<file path="src/rtl/alkd_pkg.sv">
`default_nettype none
// ---------------------------------------------------------------------------
// alkd_pkg: shared types and constants of the ladder keypad debouncer
// Register map, reset values, default parameters and the key event beat.
// ---------------------------------------------------------------------------
package alkd_pkg;

    // default build parameters
    localparam int DEF_HISTORY_DEPTH = 5;
    localparam int DEF_SAMPLE_BITS   = 12;

    // field widths
    localparam int LEVEL_W = 12;
    localparam int VOTE_W  = 3;
    localparam int KEY_W   = 2;

    // APB port
    localparam int ADDR_W = 5;
    localparam int DATA_W = 32;
    localparam int IDX_W  = 3;

    // register indexes (byte address = 4 * index)
    localparam logic [IDX_W-1:0] REG_LEVEL_ONE   = 3'd0;
    localparam logic [IDX_W-1:0] REG_LEVEL_TWO   = 3'd1;
    localparam logic [IDX_W-1:0] REG_LEVEL_THREE = 3'd2;
    localparam logic [IDX_W-1:0] REG_BAND_TOL    = 3'd3;
    localparam logic [IDX_W-1:0] REG_VOTES       = 3'd4;

    // register reset values
    localparam logic [LEVEL_W-1:0] RST_LEVEL_ONE   = 12'd1024;
    localparam logic [LEVEL_W-1:0] RST_LEVEL_TWO   = 12'd2048;
    localparam logic [LEVEL_W-1:0] RST_LEVEL_THREE = 12'd3071;
    localparam logic [LEVEL_W-1:0] RST_BAND_TOL    = 12'd372;
    localparam logic [VOTE_W-1:0]  RST_VOTES       = 3'd4;

    // key classes
    localparam logic [KEY_W-1:0] KEY_NONE  = 2'd0;
    localparam logic [KEY_W-1:0] KEY_ONE   = 2'd1;
    localparam logic [KEY_W-1:0] KEY_TWO   = 2'd2;
    localparam logic [KEY_W-1:0] KEY_THREE = 2'd3;

    // one key event beat
    typedef struct packed {
        logic [KEY_W-1:0] key_id;
        logic             pressed;
        logic             last_of_run;
    } ev_t;

    // events raised by one sample: up to two
    typedef struct packed {
        logic [1:0] count;
        ev_t        ev0;
        ev_t        ev1;
    } ev_pair_t;

endpackage

`default_nettype wire

</file>
<file path="src/rtl/alkd_classify.sv">
`default_nettype none
// ---------------------------------------------------------------------------
// alkd_classify: nearest key level within the band tolerance
// Pick the closest of three levels; ties go to the lower key, no match is 0.
// ---------------------------------------------------------------------------
module alkd_classify
    import alkd_pkg::*;
#(
    parameter int SAMPLE_BITS = DEF_SAMPLE_BITS
)
(
    input  wire logic [SAMPLE_BITS-1:0] code,
    input  wire logic [LEVEL_W-1:0]     level_one,
    input  wire logic [LEVEL_W-1:0]     level_two,
    input  wire logic [LEVEL_W-1:0]     level_three,
    input  wire logic [LEVEL_W-1:0]     band_tolerance,
    output logic      [KEY_W-1:0]       key_class
);

    localparam int CMP_W = (SAMPLE_BITS > LEVEL_W) ? SAMPLE_BITS : LEVEL_W;

    logic [CMP_W-1:0] code_ext;
    logic [CMP_W-1:0] tol_ext;
    logic [CMP_W-1:0] lv [3];
    logic [CMP_W-1:0] delta [3];
    logic [2:0]       hit;
    logic [CMP_W-1:0] best_dist;

    assign code_ext = CMP_W'(code);
    assign tol_ext  = CMP_W'(band_tolerance);
    assign lv[0]    = CMP_W'(level_one);
    assign lv[1]    = CMP_W'(level_two);
    assign lv[2]    = CMP_W'(level_three);

    always_comb
    begin
        for (int k = 0; k < 3; k++)
        begin
            delta[k] = (code_ext >= lv[k]) ? (code_ext - lv[k]) : (lv[k] - code_ext);
            hit[k]   = (delta[k] <= tol_ext);
        end
    end

    // scan in key order; a later key wins only when strictly closer
    always_comb
    begin
        key_class = KEY_NONE;
        best_dist = delta[0];
        if (hit[0])
        begin
            key_class = KEY_ONE;
            best_dist = delta[0];
        end
        if (hit[1] && (key_class == KEY_NONE || delta[1] < best_dist))
        begin
            key_class = KEY_TWO;
            best_dist = delta[1];
        end
        if (hit[2] && (key_class == KEY_NONE || delta[2] < best_dist))
        begin
            key_class = KEY_THREE;
        end
    end

endmodule

`default_nettype wire

</file>
<file path="src/rtl/alkd_vote.sv">
`default_nettype none
// ---------------------------------------------------------------------------
// alkd_vote: class history ring and majority decision
// Hold the last samples' classes, pick the majority and raise key events.
// ---------------------------------------------------------------------------
module alkd_vote
    import alkd_pkg::*;
#(
    parameter int HISTORY_DEPTH = DEF_HISTORY_DEPTH
)
(
    input  wire logic              clk,
    input  wire logic              rst_n,
    input  wire logic              step,
    input  wire logic [KEY_W-1:0]  key_class,
    input  wire logic              link,
    input  wire logic [VOTE_W-1:0] votes_needed,
    output ev_pair_t               events
);

    localparam int POS_W = $clog2(HISTORY_DEPTH);
    localparam int CNT_W = $clog2(HISTORY_DEPTH + 1);
    localparam int VC_W  = (CNT_W > VOTE_W) ? CNT_W : VOTE_W;
    localparam logic [POS_W-1:0] LAST_POS = POS_W'(HISTORY_DEPTH - 1);
    localparam logic [CNT_W-1:0] FULL     = CNT_W'(HISTORY_DEPTH);

    logic [KEY_W-1:0] ring_reg  [HISTORY_DEPTH];
    logic [KEY_W-1:0] ring_next [HISTORY_DEPTH];
    logic [POS_W-1:0] pos_reg, pos_next;
    logic [CNT_W-1:0] fill_reg, fill_next;
    logic [KEY_W-1:0] stable_key_reg, stable_key_next;

    logic [HISTORY_DEPTH-1:0] match [4];
    logic [CNT_W-1:0]         votes [4];
    logic [KEY_W-1:0]         winner;
    logic [CNT_W-1:0]         winner_votes;
    logic                     decide;

    // ring with the new class already in place
    always_comb
    begin
        for (int i = 0; i < HISTORY_DEPTH; i++)
        begin
            ring_next[i] = (pos_reg == POS_W'(i)) ? key_class : ring_reg[i];
        end
    end

    assign pos_next  = (pos_reg == LAST_POS) ? '0 : pos_reg + 1'b1;
    assign fill_next = (fill_reg == FULL) ? fill_reg : fill_reg + 1'b1;

    always_comb
    begin
        for (int c = 0; c < 4; c++)
        begin
            for (int i = 0; i < HISTORY_DEPTH; i++)
            begin
                match[c][i] = (ring_next[i] == KEY_W'(c));
            end
            votes[c] = CNT_W'($countones(match[c]));
        end
    end

    // strictly greater keeps the lowest class on a tie
    always_comb
    begin
        winner       = KEY_NONE;
        winner_votes = '0;
        for (int c = 0; c < 4; c++)
        begin
            if (votes[c] > winner_votes)
            begin
                winner       = KEY_W'(c);
                winner_votes = votes[c];
            end
        end
    end

    assign decide = (fill_next == FULL)
                 && (VC_W'(winner_votes) >= VC_W'(votes_needed))
                 && (winner != stable_key_reg);

    assign stable_key_next = decide ? winner : stable_key_reg;

    // up for the old key, then down for the new; drop both while link is down
    always_comb
    begin
        events = '0;
        if (step && decide && link)
        begin
            if (stable_key_reg != KEY_NONE && winner != KEY_NONE)
            begin
                events.count = 2'd2;
                events.ev0   = '{key_id: stable_key_reg, pressed: 1'b0, last_of_run: 1'b0};
                events.ev1   = '{key_id: winner, pressed: 1'b1, last_of_run: 1'b1};
            end
            else if (stable_key_reg != KEY_NONE)
            begin
                events.count = 2'd1;
                events.ev0   = '{key_id: stable_key_reg, pressed: 1'b0, last_of_run: 1'b1};
            end
            else
            begin
                events.count = 2'd1;
                events.ev0   = '{key_id: winner, pressed: 1'b1, last_of_run: 1'b1};
            end
        end
    end

    always_ff @(posedge clk or negedge rst_n)
    begin
        if (!rst_n)
        begin
            for (int i = 0; i < HISTORY_DEPTH; i++)
            begin
                ring_reg[i] <= KEY_NONE;
            end
            pos_reg        <= '0;
            fill_reg       <= '0;
            stable_key_reg <= KEY_NONE;
        end
        else if (step)
        begin
            for (int i = 0; i < HISTORY_DEPTH; i++)
            begin
                ring_reg[i] <= ring_next[i];
            end
            pos_reg        <= pos_next;
            fill_reg       <= fill_next;
            stable_key_reg <= stable_key_next;
        end
    end

    a_key_moves_on_step: assert property (@(posedge clk) disable iff (!rst_n)
        !$stable(stable_key_reg) |-> $past(step))
        else $error("stable key changed without a sample");

    a_key_moves_when_full: assert property (@(posedge clk) disable iff (!rst_n)
        !$stable(stable_key_reg) |-> (fill_reg == FULL))
        else $error("stable key changed before the ring filled");

    a_events_mean_change: assert property (@(posedge clk) disable iff (!rst_n)
        (events.count != 2'd0) |=> !$stable(stable_key_reg))
        else $error("event raised without a key change");

endmodule

`default_nettype wire

</file>
<file path="src/rtl/alkd_evq.sv">
`default_nettype none
// ---------------------------------------------------------------------------
// alkd_evq: four-entry event queue
// Take up to two event beats per cycle, hand out one per cycle while out_stall is low.
// ---------------------------------------------------------------------------
module alkd_evq
    import alkd_pkg::*;
(
    input  wire logic             clk,
    input  wire logic             rst_n,
    input  ev_pair_t              events,
    output logic                  room,
    output logic                  out_valid,
    input  wire logic             out_stall,
    output logic      [KEY_W-1:0] key_id,
    output logic                  pressed,
    output logic                  last_of_run
);

    localparam int QD    = 4;
    localparam int PTR_W = $clog2(QD);
    localparam int CNT_W = $clog2(QD + 1);

    ev_t              q_reg [QD];
    logic [PTR_W-1:0] head_reg, head_next;
    logic [PTR_W-1:0] tail_reg, tail_next;
    logic [CNT_W-1:0] count_reg, count_next;
    logic [PTR_W-1:0] tail_plus1;
    logic             pop;
    ev_t              head_ev;

    assign room       = (count_reg <= CNT_W'(QD - 2));
    assign out_valid  = (count_reg != '0);
    assign pop        = out_valid && !out_stall;
    assign tail_plus1 = tail_reg + 1'b1;
    assign head_ev    = q_reg[head_reg];

    assign key_id      = head_ev.key_id;
    assign pressed     = head_ev.pressed;
    assign last_of_run = head_ev.last_of_run;

    assign head_next  = pop ? head_reg + 1'b1 : head_reg;
    assign tail_next  = tail_reg + PTR_W'(events.count);
    assign count_next = count_reg + CNT_W'(events.count) - CNT_W'(pop);

    always_ff @(posedge clk)
    begin
        if (events.count != 2'd0)
        begin
            q_reg[tail_reg] <= events.ev0;
        end
        if (events.count == 2'd2)
        begin
            q_reg[tail_plus1] <= events.ev1;
        end
    end

    always_ff @(posedge clk or negedge rst_n)
    begin
        if (!rst_n)
        begin
            head_reg  <= '0;
            tail_reg  <= '0;
            count_reg <= '0;
        end
        else
        begin
            head_reg  <= head_next;
            tail_reg  <= tail_next;
            count_reg <= count_next;
        end
    end

    a_no_overflow: assert property (@(posedge clk) disable iff (!rst_n)
        count_reg <= CNT_W'(QD))
        else $error("event queue overflow");

    a_push_needs_room: assert property (@(posedge clk) disable iff (!rst_n)
        (events.count != 2'd0) |-> room)
        else $error("events pushed without room");

endmodule

`default_nettype wire

</file>
<file path="src/rtl/analog_ladder_key_debounce.sv">
`default_nettype none
// Path: an accepted sample beat waits in the input register until the event queue has room,
//   then its events are written into the queue and offered on out_valid in order.
// Throughput: one sample per cycle while the queue has room for two events; the events of a
//   sample leave one beat at a time, and the four-entry event queue sets how far input may
//   run ahead of output. Reset: rst_n is asynchronous, active low; it empties the pipeline
//   and queue, clears the class ring and the stable key, and resets the configuration registers.
// ---------------------------------------------------------------------------
// analog_ladder_key_debounce: resistor ladder keypad with majority debounce
// Classify each ADC sample to a key level, vote over recent samples, and
// emit up/down event beats when the debounced key changes.
// ---------------------------------------------------------------------------
module analog_ladder_key_debounce
    import alkd_pkg::*;
#(
    parameter int HISTORY_DEPTH = DEF_HISTORY_DEPTH,
    parameter int SAMPLE_BITS   = DEF_SAMPLE_BITS
)
(
    input  wire logic                   clk,
    input  wire logic                   rst_n,
    // APB configuration port
    input  wire logic                   psel,
    input  wire logic                   penable,
    input  wire logic                   pwrite,
    input  wire logic [ADDR_W-1:0]      paddr,
    input  wire logic [DATA_W-1:0]      pwdata,
    output logic      [DATA_W-1:0]      prdata,
    output logic                        pready,
    // sample channel
    input  wire logic                   in_valid,
    output logic                        in_stall,
    input  wire logic [SAMPLE_BITS-1:0] adc_code,
    input  wire logic                   link_connected,
    // event channel
    output logic                        out_valid,
    input  wire logic                   out_stall,
    output logic      [KEY_W-1:0]       key_id,
    output logic                        pressed,
    output logic                        last_of_run
);

    // configuration registers
    logic [LEVEL_W-1:0] level_one_reg;
    logic [LEVEL_W-1:0] level_two_reg;
    logic [LEVEL_W-1:0] level_three_reg;
    logic [LEVEL_W-1:0] band_tol_reg;
    logic [VOTE_W-1:0]  votes_reg;
    logic               cfg_write;
    logic [IDX_W-1:0]   cfg_idx;

    // input register stage
    logic                   s1_valid_reg, s1_valid_next;
    logic [SAMPLE_BITS-1:0] s1_code_reg;
    logic                   s1_link_reg;

    logic             in_take;
    logic             advance;
    logic             room;
    logic [KEY_W-1:0] key_class;
    ev_pair_t         events;

    // ---------------------------------------------------------------------
    // APB: zero wait states, byte address 4*index, unknown indexes ignored
    // ---------------------------------------------------------------------
    assign pready    = 1'b1;
    assign cfg_write = psel && penable && pwrite && pready;
    assign cfg_idx   = paddr[IDX_W+1:2];

    always_ff @(posedge clk or negedge rst_n)
    begin
        if (!rst_n)
        begin
            level_one_reg   <= RST_LEVEL_ONE;
            level_two_reg   <= RST_LEVEL_TWO;
            level_three_reg <= RST_LEVEL_THREE;
            band_tol_reg    <= RST_BAND_TOL;
            votes_reg       <= RST_VOTES;
        end
        else if (cfg_write)
        begin
            unique case (cfg_idx)
                REG_LEVEL_ONE:   level_one_reg   <= pwdata[LEVEL_W-1:0];
                REG_LEVEL_TWO:   level_two_reg   <= pwdata[LEVEL_W-1:0];
                REG_LEVEL_THREE: level_three_reg <= pwdata[LEVEL_W-1:0];
                REG_BAND_TOL:    band_tol_reg    <= pwdata[LEVEL_W-1:0];
                REG_VOTES:       votes_reg       <= pwdata[VOTE_W-1:0];
                default:         ;
            endcase
        end
    end

    always_comb
    begin
        unique case (cfg_idx)
            REG_LEVEL_ONE:   prdata = DATA_W'(level_one_reg);
            REG_LEVEL_TWO:   prdata = DATA_W'(level_two_reg);
            REG_LEVEL_THREE: prdata = DATA_W'(level_three_reg);
            REG_BAND_TOL:    prdata = DATA_W'(band_tol_reg);
            REG_VOTES:       prdata = DATA_W'(votes_reg);
            default:         prdata = '0;
        endcase
    end

    // ---------------------------------------------------------------------
    // Input stage: hold the sample until the queue can take two events.
    // Stall comes from registers only, so a new beat enters in the same
    // cycle the held one advances.
    // ---------------------------------------------------------------------
    assign advance  = s1_valid_reg && room;
    assign in_stall = s1_valid_reg && !room;
    assign in_take  = in_valid && !in_stall;

    assign s1_valid_next = in_take ? 1'b1 : (advance ? 1'b0 : s1_valid_reg);

    always_ff @(posedge clk or negedge rst_n)
    begin
        if (!rst_n)
        begin
            s1_valid_reg <= 1'b0;
        end
        else
        begin
            s1_valid_reg <= s1_valid_next;
        end
    end

    always_ff @(posedge clk)
    begin
        if (in_take)
        begin
            s1_code_reg <= adc_code;
            s1_link_reg <= link_connected;
        end
    end

    // ---------------------------------------------------------------------
    // Classify, vote and queue events in one pass after the input register
    // ---------------------------------------------------------------------
    alkd_classify #(
        .SAMPLE_BITS (SAMPLE_BITS)
    ) u_classify (
        .code           (s1_code_reg),
        .level_one      (level_one_reg),
        .level_two      (level_two_reg),
        .level_three    (level_three_reg),
        .band_tolerance (band_tol_reg),
        .key_class      (key_class)
    );

    alkd_vote #(
        .HISTORY_DEPTH (HISTORY_DEPTH)
    ) u_vote (
        .clk          (clk),
        .rst_n        (rst_n),
        .step         (advance),
        .key_class    (key_class),
        .link         (s1_link_reg),
        .votes_needed (votes_reg),
        .events       (events)
    );

    // one event beat per cycle toward the consumer while out_stall is low
    alkd_evq u_evq (
        .clk         (clk),
        .rst_n       (rst_n),
        .events      (events),
        .room        (room),
        .out_valid   (out_valid),
        .out_stall   (out_stall),
        .key_id      (key_id),
        .pressed     (pressed),
        .last_of_run (last_of_run)
    );

endmodule

`default_nettype wire

</file>
<file path="config.mk">
export PLATFORM = sky130hd
export DESIGN_NAME = analog_ladder_key_debounce
export DESIGN_NICKNAME = d
export VERILOG_FILES = /design/src/rtl/alkd_pkg.sv /design/src/rtl/alkd_classify.sv /design/src/rtl/alkd_vote.sv /design/src/rtl/alkd_evq.sv /design/src/rtl/analog_ladder_key_debounce.sv
export SDC_FILE = /design/constraint.sdc
export NUM_CORES = 1
export LEC_CHECK = 0
export ABC_AREA = 0
export BUFFER_PORTS_ARGS = -buffer_cell sky130_fd_sc_hd__buf_2
export CAP_MARGIN = 15
export CORE_MARGIN = 10
export CORE_UTILIZATION = 40
export DETAILED_ROUTE_END_ITERATION = 8
export PLACE_DENSITY = 0.65
export SLEW_MARGIN = 10
export SYNTH_ARGS = -nofsm -noshare
export SYNTH_HDL_FRONTEND = slang
export SYNTH_SLANG_ARGS = --single-unit
</file>
<file path="constraint.sdc">
create_clock -name clk -period 14.8 [get_ports clk]
set_clock_uncertainty 0.05 [all_clocks]
set_input_delay 0 -clock clk [delete_from_list [all_inputs] [get_ports clk]]
set_output_delay 0 -clock clk [all_outputs]
set_load 0.01 [all_outputs]
</file>
==> metrics <==
status complete, no violations; CTS tree built; area of the core between 20000 and 30000 sq um; antenna cells 0; vias in the first global route a little under 9000; hold crit path type input pin to flop; critical path class flop to flop; DRC 0; Iteration-0 DRC Markers 616; fill count between 2000 and 3000; largest net degree at the start of global routing a little under 60; Synth async-reset ratio between 70% and 80%; sequential share of the synthesized area around a quarter; Die Ht about 180 um; Layout area overhead 10.3%; Yosys top cell area share between 10% and 20%; I/O pins 96; routed vias/inst ~5.5; # rows a little under 60; Cells after Synth between 1000 and 1500; Syn Area/Cell ~9 sq um; CP dominant cell by count ha_1; register bit total from synthesis 106; Cells after DPL approximately 1500; IO Port Bufs 52; Post-Synthesis Cell Area about 11000 sq um; post-synth top area cell ha_1; Slew @ Worst Pin 893 ps; max reg flops 16; H-Tree Depth 3; fin crit period about 14000 ps; CTS buffer count 9; commonest non-fill, non-tap cell in the layout ha_1; layout cells sized above 1 between 10% and 20%; Final Cycle Share 93.2%; worst-path maximum fanout 12; setup violators final 0; DP HPWL around 23000 um; die area 33800 sq um; DRT Pass-1 Iters 6; synth unique cells 75; starting density of the core about two fifths; grt total ovfl 0; # clock sinks about 110; DRT antenna net count 0; Die X-Extent roughly 180 um; clock slew at reported path FFs ~80 ps; Synth warnings 0; Root Driver clkbuf_16; first-pass GRT wire length between 40000 and 50000 um; Crit path largest cell delay ~500 ps; Worst EP arrival 14000 ps; WP data required between 15000 and 20000 ps; Max Cap Viol 0; endpoint class of the critical path flop; RD Place Congestion ~0.9; antenna violations before repair 0; Final Util between 40% and 50%; Slowest cell on crit path a21oi_1; Fmax between 70 and 80 MHz; via count between 8000 and 9000; Rel. slew slack between 40% and 50%; clock buffer depth 2; clk_lat worst skew 370 ps; max-slew violation count 0; final wirelength around 28000 um; Final Instance Count excl. Fillers between 1500 and 2000; CP delay by family, top compound AO/OA/AOI/OAI gates; Final Hold Fails 0; Crit path buffers/inverters 5; GRT Overall Usage between 15 and 20%; CP Launch Type flop; synth top area cells ha_1, dfrtp_1, edfxtp_1; ys flop type dfrtp_1; drt wl/cell 17.9 um; Final #Nets around 1500; number of enable flip-flop cells after synthesis 29; highest-count cells in the layout ignoring fill and taps ha_1, inv_1, nand2_1
cell families after synthesis:
family	after synthesis	share of synthesized area [%]
DFF	106	26.3
and+or+nand+nor	291	13.6
adders and majority gates	173	21.2
muxes	88	10.3
xor gates and xnor gates	38	3.10
AOI/OAI and AO/OA	304	17.5
buffers and inverters	190	7.91
other	2	0.0700
layout make-up:
class	instances	area (sq um)	share of cell area [%]
Clock buffer	10	229	1.93
Clock inverter	6	86.3	0.729
Inverter	125	469	3.96
Multi-Input combinational cell	915	7190	60.7
Sequential cell	106	2820	23.8
Tap cell	335	419	3.54
Timing Repair Buffer	91	631	5.32
worst paths after layout:
| path | start | endpoint | slack [ps] | depth (start not counted) |
|---|---|---|---|---|
| max | s1_code_reg[0]$_DFFE_PP_ | u_evq.count_reg[2]$_DFF_PN0_ | 1010 | 60 |
| min | penable | votes_reg[1]$_DFFE_PN0P_ | 180 | 4 |
| max reg2reg | s1_code_reg[0]$_DFFE_PP_ | u_evq.count_reg[2]$_DFF_PN0_ | 1010 | 60 |
| min reg2reg | u_vote.fill_reg[1]$_DFFE_PN0P_ | u_vote.fill_reg[1]$_DFFE_PN0P_ | 480 | 2 |
| max in group asynchronous | rst_n | level_two_reg[0]$_DFFE_PN0P_ | 13100 | 4 |
| min in group asynchronous | rst_n | level_two_reg[7]$_DFFE_PN0P_ | 560 | 3 |
worst register-to-register path: cells and delay by family (launching register included):
family          cells  cell delay [ps]
compound gates     23             4810
fa+ha+maj          14             4420
simple gates       13             1780
mux                 3             1040
buf+inv             5              710
flops               1              470
xor+xnor            2              400
synthesized netlist by cell type (11+ instances only):
master    count
xor2_1       11
nor2_1       49
edfxtp_1     29
a21oi_1      80
a21o_1       36
nand3b_1     12
dfrtp_1      58
fa_1         15
mux2i_1      30
dfstp_2      19
nor3_1       13
clkbuf_1     27
ha_1        158
nor2b_1      32
mux2_2       44
nand3_1      20
buf_4        23
nand2b_1     11
xnor2_1      27
nand4_1      18
o21a_1       12
inv_1       123
o21ai_0      95
mux4_2       14
o211ai_1     11
nand2_1      98
what timing repair did:
action,4_1_cts,5_1_grt
hold buffers,30,0
setup endpoints to repair,0,37
gates resized for setup,0,6
endpoints found under the hold margin,86,0
buffers inserted,0,3
routing by layer:
metal  up-vias  part of all wire [%]  global-route usage (%)
met3        35                   4.4                    2.33
met5         -                     0                       0
li1       4294                     -                       -
met2       231                    47                    28.2
met1      4196                    46                    22.5
met4         0                   2.3                    4.95
metrics by stage:
step                cell area, sq um  hold WS, ps  setup WS, ps  TNS, ps
floorplan                      10800         -346          2290        0
global placement               11200         -161           808        0
detailed placement             11200         -151           459        0
CTS                            11800          179           423        0
global route                   11800          229         -9.64    -9.64
finish                         11800          178          1010        0
Power is not shown: default switching activity piles up to over one toggle a cycle in this logic, so the estimate is an artifact.
